### src/hw/rtl/cat_pkg.sv
// cat_pkg: shared types and constants for the connection aging table.
// Used by cat_cell and connection_aging_table; no dependencies.

package cat_pkg;

    // Field widths fixed by the command and result formats
    localparam int CMD_ID_W        = 32;
    localparam int AGE_W           = 16;
    localparam int TIMEOUT_W       = 16;

    localparam logic [AGE_W-1:0]     AGE_MAX       = '1;
    localparam logic [TIMEOUT_W-1:0] TIMEOUT_RESET = TIMEOUT_W'(60);

    // Parameter defaults
    localparam int DEF_TABLE_DEPTH = 16;
    localparam int DEF_ID_WIDTH    = 32;

    // Command codes; code 3 is a no-op
    typedef enum logic [1:0] {
        FUNC_INSERT = 2'd0,
        FUNC_DELETE = 2'd1,
        FUNC_TICK   = 2'd2
    } t_func;

    // Result status codes
    typedef enum logic [1:0] {
        ST_OK        = 2'd0,
        ST_PRESENT   = 2'd1,
        ST_NOT_FOUND = 2'd2,
        ST_FULL      = 2'd3
    } t_status;

    // Input beat
    typedef struct packed {
        t_func                func;
        logic [CMD_ID_W-1:0]  connection_id;
    } t_cmd;

    // Output beat
    typedef struct packed {
        t_status              status;
        logic                 evicted_valid;
        logic [CMD_ID_W-1:0]  evicted_id;
        logic                 last;
    } t_result;

    // Per-cell operation driven by the controller
    typedef enum logic [1:0] {
        CELL_HOLD  = 2'd0,
        CELL_WRITE = 2'd1,
        CELL_SHIFT = 2'd2,
        CELL_AGE   = 2'd3
    } t_cell_op;

    // Cell status that moves down the chain along with the id
    typedef struct packed {
        logic              valid;
        logic              expire;
        logic [AGE_W-1:0]  age;
    } t_cell_meta;

    // Controller states
    typedef enum logic [1:0] {
        S_IDLE  = 2'd0,
        S_EXEC  = 2'd1,
        S_EVICT = 2'd2
    } t_state;

endpackage

### src/hw/rtl/cat_cell.sv
// cat_cell: one slot of the aging table, holding an id, its age and an expire flag.
// Depends on cat_pkg; instantiated in a row by connection_aging_table.

module cat_cell
    import cat_pkg::*;
#(
    parameter int ID_WIDTH = DEF_ID_WIDTH
) (
    input  logic                  i_clk,
    input  logic                  i_rst_n,
    input  t_cell_op              i_op,
    input  logic [TIMEOUT_W-1:0]  i_timeout,
    input  logic [ID_WIDTH-1:0]   i_key,
    input  t_cell_meta            i_nbr_meta,
    input  logic [ID_WIDTH-1:0]   i_nbr_id,
    output t_cell_meta            o_meta,
    output logic [ID_WIDTH-1:0]   o_id,
    output logic                  o_match
);

    t_cell_meta           r_meta, n_meta;
    logic [ID_WIDTH-1:0]  r_id, n_id;
    logic [AGE_W:0]       age_inc;
    logic [AGE_W-1:0]     age_sat;

    // Saturating age increment
    assign age_inc = {1'b0, r_meta.age} + (AGE_W+1)'(1);
    assign age_sat = (r_meta.age == AGE_MAX) ? AGE_MAX : age_inc[AGE_W-1:0];

    // Next slot contents
    always_comb begin
        n_meta = r_meta;
        n_id   = r_id;
        unique case (i_op)
            CELL_HOLD: begin
            end
            CELL_WRITE: begin
                n_meta.valid  = 1'b1;
                n_meta.expire = 1'b0;
                n_meta.age    = '0;
                n_id          = i_key;
            end
            CELL_SHIFT: begin
                n_meta = i_nbr_meta;
                n_id   = i_nbr_id;
            end
            CELL_AGE: begin
                if (r_meta.valid) begin
                    n_meta.age    = age_sat;
                    n_meta.expire = (age_sat > i_timeout);
                end
            end
            default: begin
            end
        endcase
    end

    // Occupancy flags under reset; age and id are payload
    always_ff @(posedge i_clk) begin
        if (!i_rst_n) begin
            r_meta.valid  <= 1'b0;
            r_meta.expire <= 1'b0;
        end else begin
            r_meta.valid  <= n_meta.valid;
            r_meta.expire <= n_meta.expire;
        end
        r_meta.age <= n_meta.age;
        r_id       <= n_id;
    end

    assign o_meta  = r_meta;
    assign o_id    = r_id;
    assign o_match = r_meta.valid && (r_id == i_key);

endmodule

### src/hw/rtl/connection_aging_table.sv
// connection_aging_table: top level, command decode, eviction sequencing and result register.
// Depends on cat_pkg and cat_cell.
//
// Usage:
//   Commands enter on i_cmd (func, connection_id) and are taken at a clock edge
//   with start high and busy low. Each command yields one or more result beats on
//   o_result, each shown for exactly one cycle with o_result_valid high; the final
//   beat of a command has last set. The receiver cannot stall; every beat must be
//   taken in the cycle it appears.
//   Insert, delete and the no-op code: the command is decoded in S_EXEC and its
//   beat is then registered onto o_result; the controller returns to idle as the
//   beat is registered, and only then is a new command taken. Tick: S_EXEC ages
//   every slot in parallel, then S_EVICT gives one evicted entry per cycle (or one
//   empty result beat if none expired). Evictions are sequenced by removing the
//   lowest expired slot each cycle and shifting the cells above it down the chain.
//   Timeout is to be written by the user through i_cfg_we / i_cfg_wdata while idle,
//   which the block itself does not enforce; it takes effect on the next tick.
//   Reset (synchronous, active low) empties the table, sets the timeout to 60 and
//   returns the controller to idle.

module connection_aging_table
    import cat_pkg::*;
#(
    parameter int TABLE_DEPTH = DEF_TABLE_DEPTH,
    parameter int ID_WIDTH    = DEF_ID_WIDTH
) (
    input  logic                  i_clk,
    input  logic                  i_rst_n,
    input  logic                  start,
    output logic                  busy,
    input  t_cmd                  i_cmd,
    input  logic                  i_cfg_we,
    input  logic [TIMEOUT_W-1:0]  i_cfg_wdata,
    output logic                  o_result_valid,
    output t_result               o_result
);

    t_state                 r_state, n_state;
    t_func                  r_func;
    logic [ID_WIDTH-1:0]    r_key;
    logic [TIMEOUT_W-1:0]   r_timeout;
    logic                   r_out_valid, n_out_valid;
    t_result                r_out, n_out;

    t_cell_op               cell_op   [TABLE_DEPTH];
    t_cell_meta             cell_meta [TABLE_DEPTH];
    logic [ID_WIDTH-1:0]    cell_id   [TABLE_DEPTH];
    logic [TABLE_DEPTH-1:0] w_valid, w_expire, w_match;
    logic [TABLE_DEPTH-1:0] free_oh, del_mask, ev_mask, ev_oh;
    logic [ID_WIDTH-1:0]    ev_id;
    logic                   ev_single;

    // Row of cells; each takes its upper neighbor's contents on a shift
    for (genvar gi = 0; gi < TABLE_DEPTH; gi++) begin : g_cell
        t_cell_meta          nbr_meta;
        logic [ID_WIDTH-1:0] nbr_id;

        if (gi == TABLE_DEPTH - 1) begin : g_top
            assign nbr_meta = '0;
            assign nbr_id   = '0;
        end else begin : g_mid
            assign nbr_meta = cell_meta[gi+1];
            assign nbr_id   = cell_id[gi+1];
        end

        cat_cell #(
            .ID_WIDTH (ID_WIDTH)
        ) u_cell (
            .i_clk      (i_clk),
            .i_rst_n    (i_rst_n),
            .i_op       (cell_op[gi]),
            .i_timeout  (r_timeout),
            .i_key      (r_key),
            .i_nbr_meta (nbr_meta),
            .i_nbr_id   (nbr_id),
            .o_meta     (cell_meta[gi]),
            .o_id       (cell_id[gi]),
            .o_match    (w_match[gi])
        );

        assign w_valid[gi]  = cell_meta[gi].valid;
        assign w_expire[gi] = cell_meta[gi].expire;
    end

    // Slot masks: occupied slots are always packed at the bottom
    assign free_oh   = ~w_valid & ((w_valid << 1) | TABLE_DEPTH'(1));
    assign del_mask  = w_match | (~w_match + TABLE_DEPTH'(1));
    assign ev_mask   = w_expire | (~w_expire + TABLE_DEPTH'(1));
    assign ev_oh     = w_expire & (~w_expire + TABLE_DEPTH'(1));
    assign ev_single = ((w_expire & (w_expire - TABLE_DEPTH'(1))) == '0);

    // Id of the lowest expired slot
    always_comb begin
        ev_id = '0;
        for (int i = 0; i < TABLE_DEPTH; i++) begin
            if (ev_oh[i]) begin
                ev_id = ev_id | cell_id[i];
            end
        end
    end

    // Controller: next state, cell operations and result beat
    always_comb begin
        n_state     = r_state;
        n_out_valid = 1'b0;
        n_out       = '{status: ST_OK, evicted_valid: 1'b0, evicted_id: '0, last: 1'b1};
        for (int i = 0; i < TABLE_DEPTH; i++) begin
            cell_op[i] = CELL_HOLD;
        end

        unique case (r_state)
            S_IDLE: begin
                if (start) begin
                    n_state = S_EXEC;
                end
            end
            S_EXEC: begin
                n_state     = S_IDLE;
                n_out_valid = 1'b1;
                case (r_func)
                    FUNC_INSERT: begin
                        if (|w_match) begin
                            n_out.status = ST_PRESENT;
                        end else if (&w_valid) begin
                            n_out.status = ST_FULL;
                        end else begin
                            for (int i = 0; i < TABLE_DEPTH; i++) begin
                                if (free_oh[i]) begin
                                    cell_op[i] = CELL_WRITE;
                                end
                            end
                        end
                    end
                    FUNC_DELETE: begin
                        if (|w_match) begin
                            for (int i = 0; i < TABLE_DEPTH; i++) begin
                                if (del_mask[i]) begin
                                    cell_op[i] = CELL_SHIFT;
                                end
                            end
                        end else begin
                            n_out.status = ST_NOT_FOUND;
                        end
                    end
                    FUNC_TICK: begin
                        n_out_valid = 1'b0;
                        n_state     = S_EVICT;
                        for (int i = 0; i < TABLE_DEPTH; i++) begin
                            cell_op[i] = CELL_AGE;
                        end
                    end
                    default: begin
                    end
                endcase
            end
            S_EVICT: begin
                n_out_valid = 1'b1;
                if (w_expire == '0) begin
                    n_state = S_IDLE;
                end else begin
                    n_out.evicted_valid = 1'b1;
                    n_out.evicted_id    = CMD_ID_W'(ev_id);
                    n_out.last          = ev_single;
                    for (int i = 0; i < TABLE_DEPTH; i++) begin
                        if (ev_mask[i]) begin
                            cell_op[i] = CELL_SHIFT;
                        end
                    end
                    if (ev_single) begin
                        n_state = S_IDLE;
                    end
                end
            end
            default: begin
                n_state = S_IDLE;
            end
        endcase
    end

    // State, strobe and timeout register
    always_ff @(posedge i_clk) begin
        if (!i_rst_n) begin
            r_state     <= S_IDLE;
            r_out_valid <= 1'b0;
            r_timeout   <= TIMEOUT_RESET;
        end else begin
            r_state     <= n_state;
            r_out_valid <= n_out_valid;
            if (i_cfg_we) begin
                r_timeout <= i_cfg_wdata;
            end
        end
    end

    // Command capture and result payload
    always_ff @(posedge i_clk) begin
        if (start && !busy) begin
            r_func <= i_cmd.func;
            r_key  <= ID_WIDTH'(i_cmd.connection_id);
        end
        r_out <= n_out;
    end

    assign busy           = (r_state != S_IDLE);
    assign o_result_valid = r_out_valid;
    assign o_result       = r_out;

`ifndef SYNTH
    // Occupied slots stay packed at the bottom of the row
    a_packed: assert property (@(posedge i_clk) disable iff (!i_rst_n)
        (w_valid & (w_valid + TABLE_DEPTH'(1))) == '0)
        else $error("table not compacted");

    // Only occupied slots can be marked expired
    a_expire_valid: assert property (@(posedge i_clk) disable iff (!i_rst_n)
        (w_expire & ~w_valid) == '0)
        else $error("expire flag on empty slot");

    // A rise of the result strobe always follows a busy cycle
    a_beat_src: assert property (@(posedge i_clk) disable iff (!i_rst_n)
        $rose(o_result_valid) |-> $past(r_state == S_EXEC || r_state == S_EVICT))
        else $error("result beat without a command");

    // The final beat of a command leaves the controller idle
    a_last_idle: assert property (@(posedge i_clk) disable iff (!i_rst_n)
        (o_result_valid && o_result.last) |-> (r_state == S_IDLE))
        else $error("final beat while still busy");

    // Only eviction beats can be non-final
    a_nonlast_evict: assert property (@(posedge i_clk) disable iff (!i_rst_n)
        (o_result_valid && !o_result.last) |-> o_result.evicted_valid)
        else $error("non-final beat without eviction");

    // No expired slot survives the end of a tick
    a_tick_drain: assert property (@(posedge i_clk) disable iff (!i_rst_n)
        (r_state == S_EVICT && n_state == S_IDLE) |=> (w_expire == '0))
        else $error("expired slot left after tick");
`endif

endmodule
### config.mk
export PLATFORM = sky130hd
export DESIGN_NAME = connection_aging_table
export DESIGN_NICKNAME = d
export VERILOG_FILES = /design/src/hw/rtl/cat_pkg.sv /design/src/hw/rtl/cat_cell.sv /design/src/hw/rtl/connection_aging_table.sv
export SDC_FILE = /design/constraint.sdc
export NUM_CORES = 2
export LEC_CHECK = 0
export BUFFER_PORTS_ARGS = -buffer_cell sky130_fd_sc_hd__buf_2
export CAP_MARGIN = 20
export CORE_MARGIN = 2
export CORE_UTILIZATION = 35
export CTS_CLUSTER_SIZE = 28
export DETAILED_ROUTE_END_ITERATION = 16
export GPL_TIMING_DRIVEN = 0
export PLACE_DENSITY = 0.57
export RECOVER_POWER = 100
export REMOVE_ABC_BUFFERS = 1
export SYNTH_ARGS = -nofsm -noshare
export SYNTH_HDL_FRONTEND = slang
export SYNTH_SLANG_ARGS = --single-unit
### constraint.sdc
create_clock -name i_clk -period 14.3 [get_ports i_clk]
set_input_delay 2.145 -clock i_clk [delete_from_list [all_inputs] [get_ports i_clk]]
set_output_delay 2.145 -clock i_clk [all_outputs]
set_load 0.005 [all_outputs]
==> results.ini <==
[job]
count_of_max_cap_constraint_violations=34

[logic_synthesis]
postSynthAreaPerCell_um2=11.1
ys_seq_elements=889
yosysMostFrequentCell=edfxtp_1
synth_seq_area_share_pct=45.3
synth_enable_flop_cells=802
asyncSetResetFlopFracSynth_pct=0
post_synth_inst_count=5147
synth.top_cells.by_count=edfxtp_1 (802), mux2_2 (479), nand2_1 (424)
ys.flop_type=edfxtp_1
ys_warn_count=0
netlist_area_um2=57000
synth_area_leader_cell=edfxtp_1
yosys.cell_types.count=67
ys_top_cells_by_area=edfxtp_1 (42%), mux2_2 (9.5%), ha_1 (7.1%)
synth.top_cell.area_share_pct=42.3

[worst_setup_path]
slowest_cell_delay_on_critical_path_ps=2500
worst_ep_arrival_time_ps=10540
buffers_inverters_on_critical_path=3
cell_mode_on_critical_path=or4_1
crit_slowest_cell=o21ai_0
timing.critical_path.from_type=flip-flop
worst-setup-path-type=flip-flop to flip-flop
worstPathRequired_ps=14790
worst-path-max-fanout=37
worst_setup_path_end_kind=flip-flop
critical_path.top_delay_family=simple AND/OR/NAND/NOR gates
timing.critical_path.cells=buf_12 > or4_1 > or4_1 > or4_1 > nand2b_1 > o21ai_0 > inv_1 > nand2_1 > o211ai_1 > and2_0 > ha_1 > clkbuf_1 > mux2_2

[power]
post-layout-total-power_mw=6.56
irDropWorstVdd_v=0.000108
power.leakage_nw=22.0
power.density_nw_per_um2=103

[sta]
finalSetupTns_ps=0
maxClockFrequency_mhz=99.4
period_minus_slack_ps=10060
min_period_over_period_pct=70.3
final.setup.worst_slack_ps=4240
tightest_slew_ps=3340
clock_skew_ps=58.2
slew_headroom_pct=-125
worst_hold_slack_ps=493
setup_viol_count_final=0
grt_setup_unrepaired=no
finalMaxSlewViolations=1062
hold_viol_final=0

[finish]
num_antenna_cells=0
post_route_cells_drive_above_1_share_pct=15.6
nets=5468
area_delta_synth_final_pct=12.2
fill_cell_instance_count_of_the_final_layout=15826

[route]
post_drt_via_cell_ratio=5.70
avgRoutedWirePerCell_um=24.5
wirelength_um=180000
route.antenna.remaining_nets=0
vias=41950
detail_route.first_pass.iterations=8
drc=0
drt_first_iter_violations=4166

[clock_tree]
number_of_buffers_added_by_the_clock_tree_synthesis_step=109
cts.reportedPaths.clkPinSlew_ps=60
cts-htree-levels=3
clock_latency_ps=750
cts.repair_timing.setup_buffer_count=0
cts.repair.resized=0
post_cts_hold_buffer_count=0
clock_tree.buffer_depth=3
cts.sink_count=889
cell_chosen_for_the_clock_root=clkbuf_16
tritoncts=done

[floorplan]
die-width_um=407
floorplan.die.height_um=407
initial_utilization_pct=35.1
core-area_um2=162000
die-area_um2=166000
floorplan.rows=148
io_pins=92

[place]
place_ws_ps=8080
hpwlAfterDp_um=131000
place.port_buffers=91
place.gp.congestion=0.850

[global_route]
grt_overall_usage_pct=20.9
number_of_global_route_vias_before_repair=40262
grt-ovfl-total=0
grt_antenna_before_repair=5
grt_first_pass_wirelength_um=267000
grt_max_degree=73

[worst_hold_path]
min_path_type=flip-flop to flip-flop

[run_status]
run_status=finished, violations left
failed_checks=max-capacitance violations, max-slew violations

==> worst reg2reg max path: stages (launching register included) <==
cell and delay (ps):
dfxtp_1 810, buf_12 450, or4_1 690, or4_1 670
or4_1 740, nand2b_1 290, o21ai_0 2500, inv_1 870
nand2_1 260, o211ai_1 110, and2_0 240, ha_1 660
clkbuf_1 930, mux2_2 600
==> area by class of cell <==
| cell class | instances | area (um^2) | share of cell area, % |
|---|---|---|---|
| Clock buffer | 150 | 3050 | 4.77 |
| Tap cell | 2175 | 2720 | 4.26 |
| Inverter | 105 | 394 | 0.617 |
| Timing Repair Buffer | 196 | 2070 | 3.25 |
| Multi-Input combinational cell | 3791 | 29300 | 45.8 |
| Sequential cell | 889 | 25800 | 40.4 |
| Clock inverter | 58 | 561 | 0.877 |
==> routing by layer <==
metal	vias to the layer above	track usage (%)	wire [um]
li1	19291	-	-
met1	20863	29.4	80200
met2	1512	33.5	82900
met3	280	2.78	11900
met4	4	6.02	5130
met5	-	0	23
==> cell usage in the layout (no fill, tap or decap), drive strengths merged, types with 13 or more instances in the layout <==
| cell | instances |
|---|---|
| nor4 | 77 |
| nand3 | 133 |
| inv | 104 |
| a31oi | 94 |
| nor3 | 43 |
| and4 | 25 |
| o211ai | 14 |
| nand2 | 424 |
| a222oi | 31 |
| dfxtp | 87 |
| mux2 | 479 |
| a31o | 17 |
| ha | 322 |
| xnor2 | 340 |
| a221oi | 64 |
| clkbuf | 216 |
| a21o | 50 |
| edfxtp | 802 |
| or3 | 13 |
| nor2 | 142 |
| nand2b | 33 |
| o21a | 76 |
| buf | 130 |
| and3 | 72 |
| nand3b | 32 |
| a21oi | 187 |
| a22o | 225 |
| clkinv | 48 |
| nand4 | 134 |
| xor2 | 317 |
| a22oi | 98 |
| mux2i | 14 |
| and2 | 47 |
| nor2b | 83 |
| o21ai | 144 |
==> power breakdown <==
part,total [mW],switching [mW],internal (mW)
sequential,3.01,0.0993,2.91
clock,2.82,1.21,1.60
combinational,0.739,0.424,0.315
total,6.56,1.73,4.83
==> logic make-up after synthesis <==
family | count (synthesis) | synth area share (%)
flip-flops | 889 | 45.3
adder cells (fa/ha/maj) | 326 | 7.15
AO/OA/AOI/OAI | 1042 | 13.0
XOR/XNOR | 657 | 10.1
AND/OR/NAND/NOR | 1273 | 11.4
multiplexers | 493 | 9.72
buffers and inverters | 467 | 3.29
==> final timing paths <==
check,start,slack (ps),end,cells after the start
setup / recovery,g_cell[1].u_cell.o_meta[16],4240,g_cell[0].u_cell.o_id[8],13
hold / removal,r_state[1],490,r_state[1],2
setup reg to reg,g_cell[1].u_cell.o_meta[16],4240,g_cell[0].u_cell.o_id[8],13
hold reg to reg,r_state[1],490,r_state[1],2
==> state kept, by name, summed over array words and instances (netlist names) <==
| name | flops |
|---|---|
| g_cell.u_cell.o_id | 512 |
| g_cell.u_cell.o_meta | 288 |
| o_result | 36 |
| r_key | 32 |
| r_timeout | 16 |
| r_func | 2 |
| r_state | 2 |
| o_result_valid | 1 |
==> stage by stage <==
stage          instance area [um^2]  std cells  utilization, %
5_1_grt                       63900       7364            39.4
2_1_floorplan                 55500       4785               -
6_report                      63900       7364            39.4
3_3_place_gp                  58700       7051            36.2
3_5_place_dp                  61100       7152            37.7
4_1_cts                       64700       7360            39.9
(Power assumes the default switching activity.)
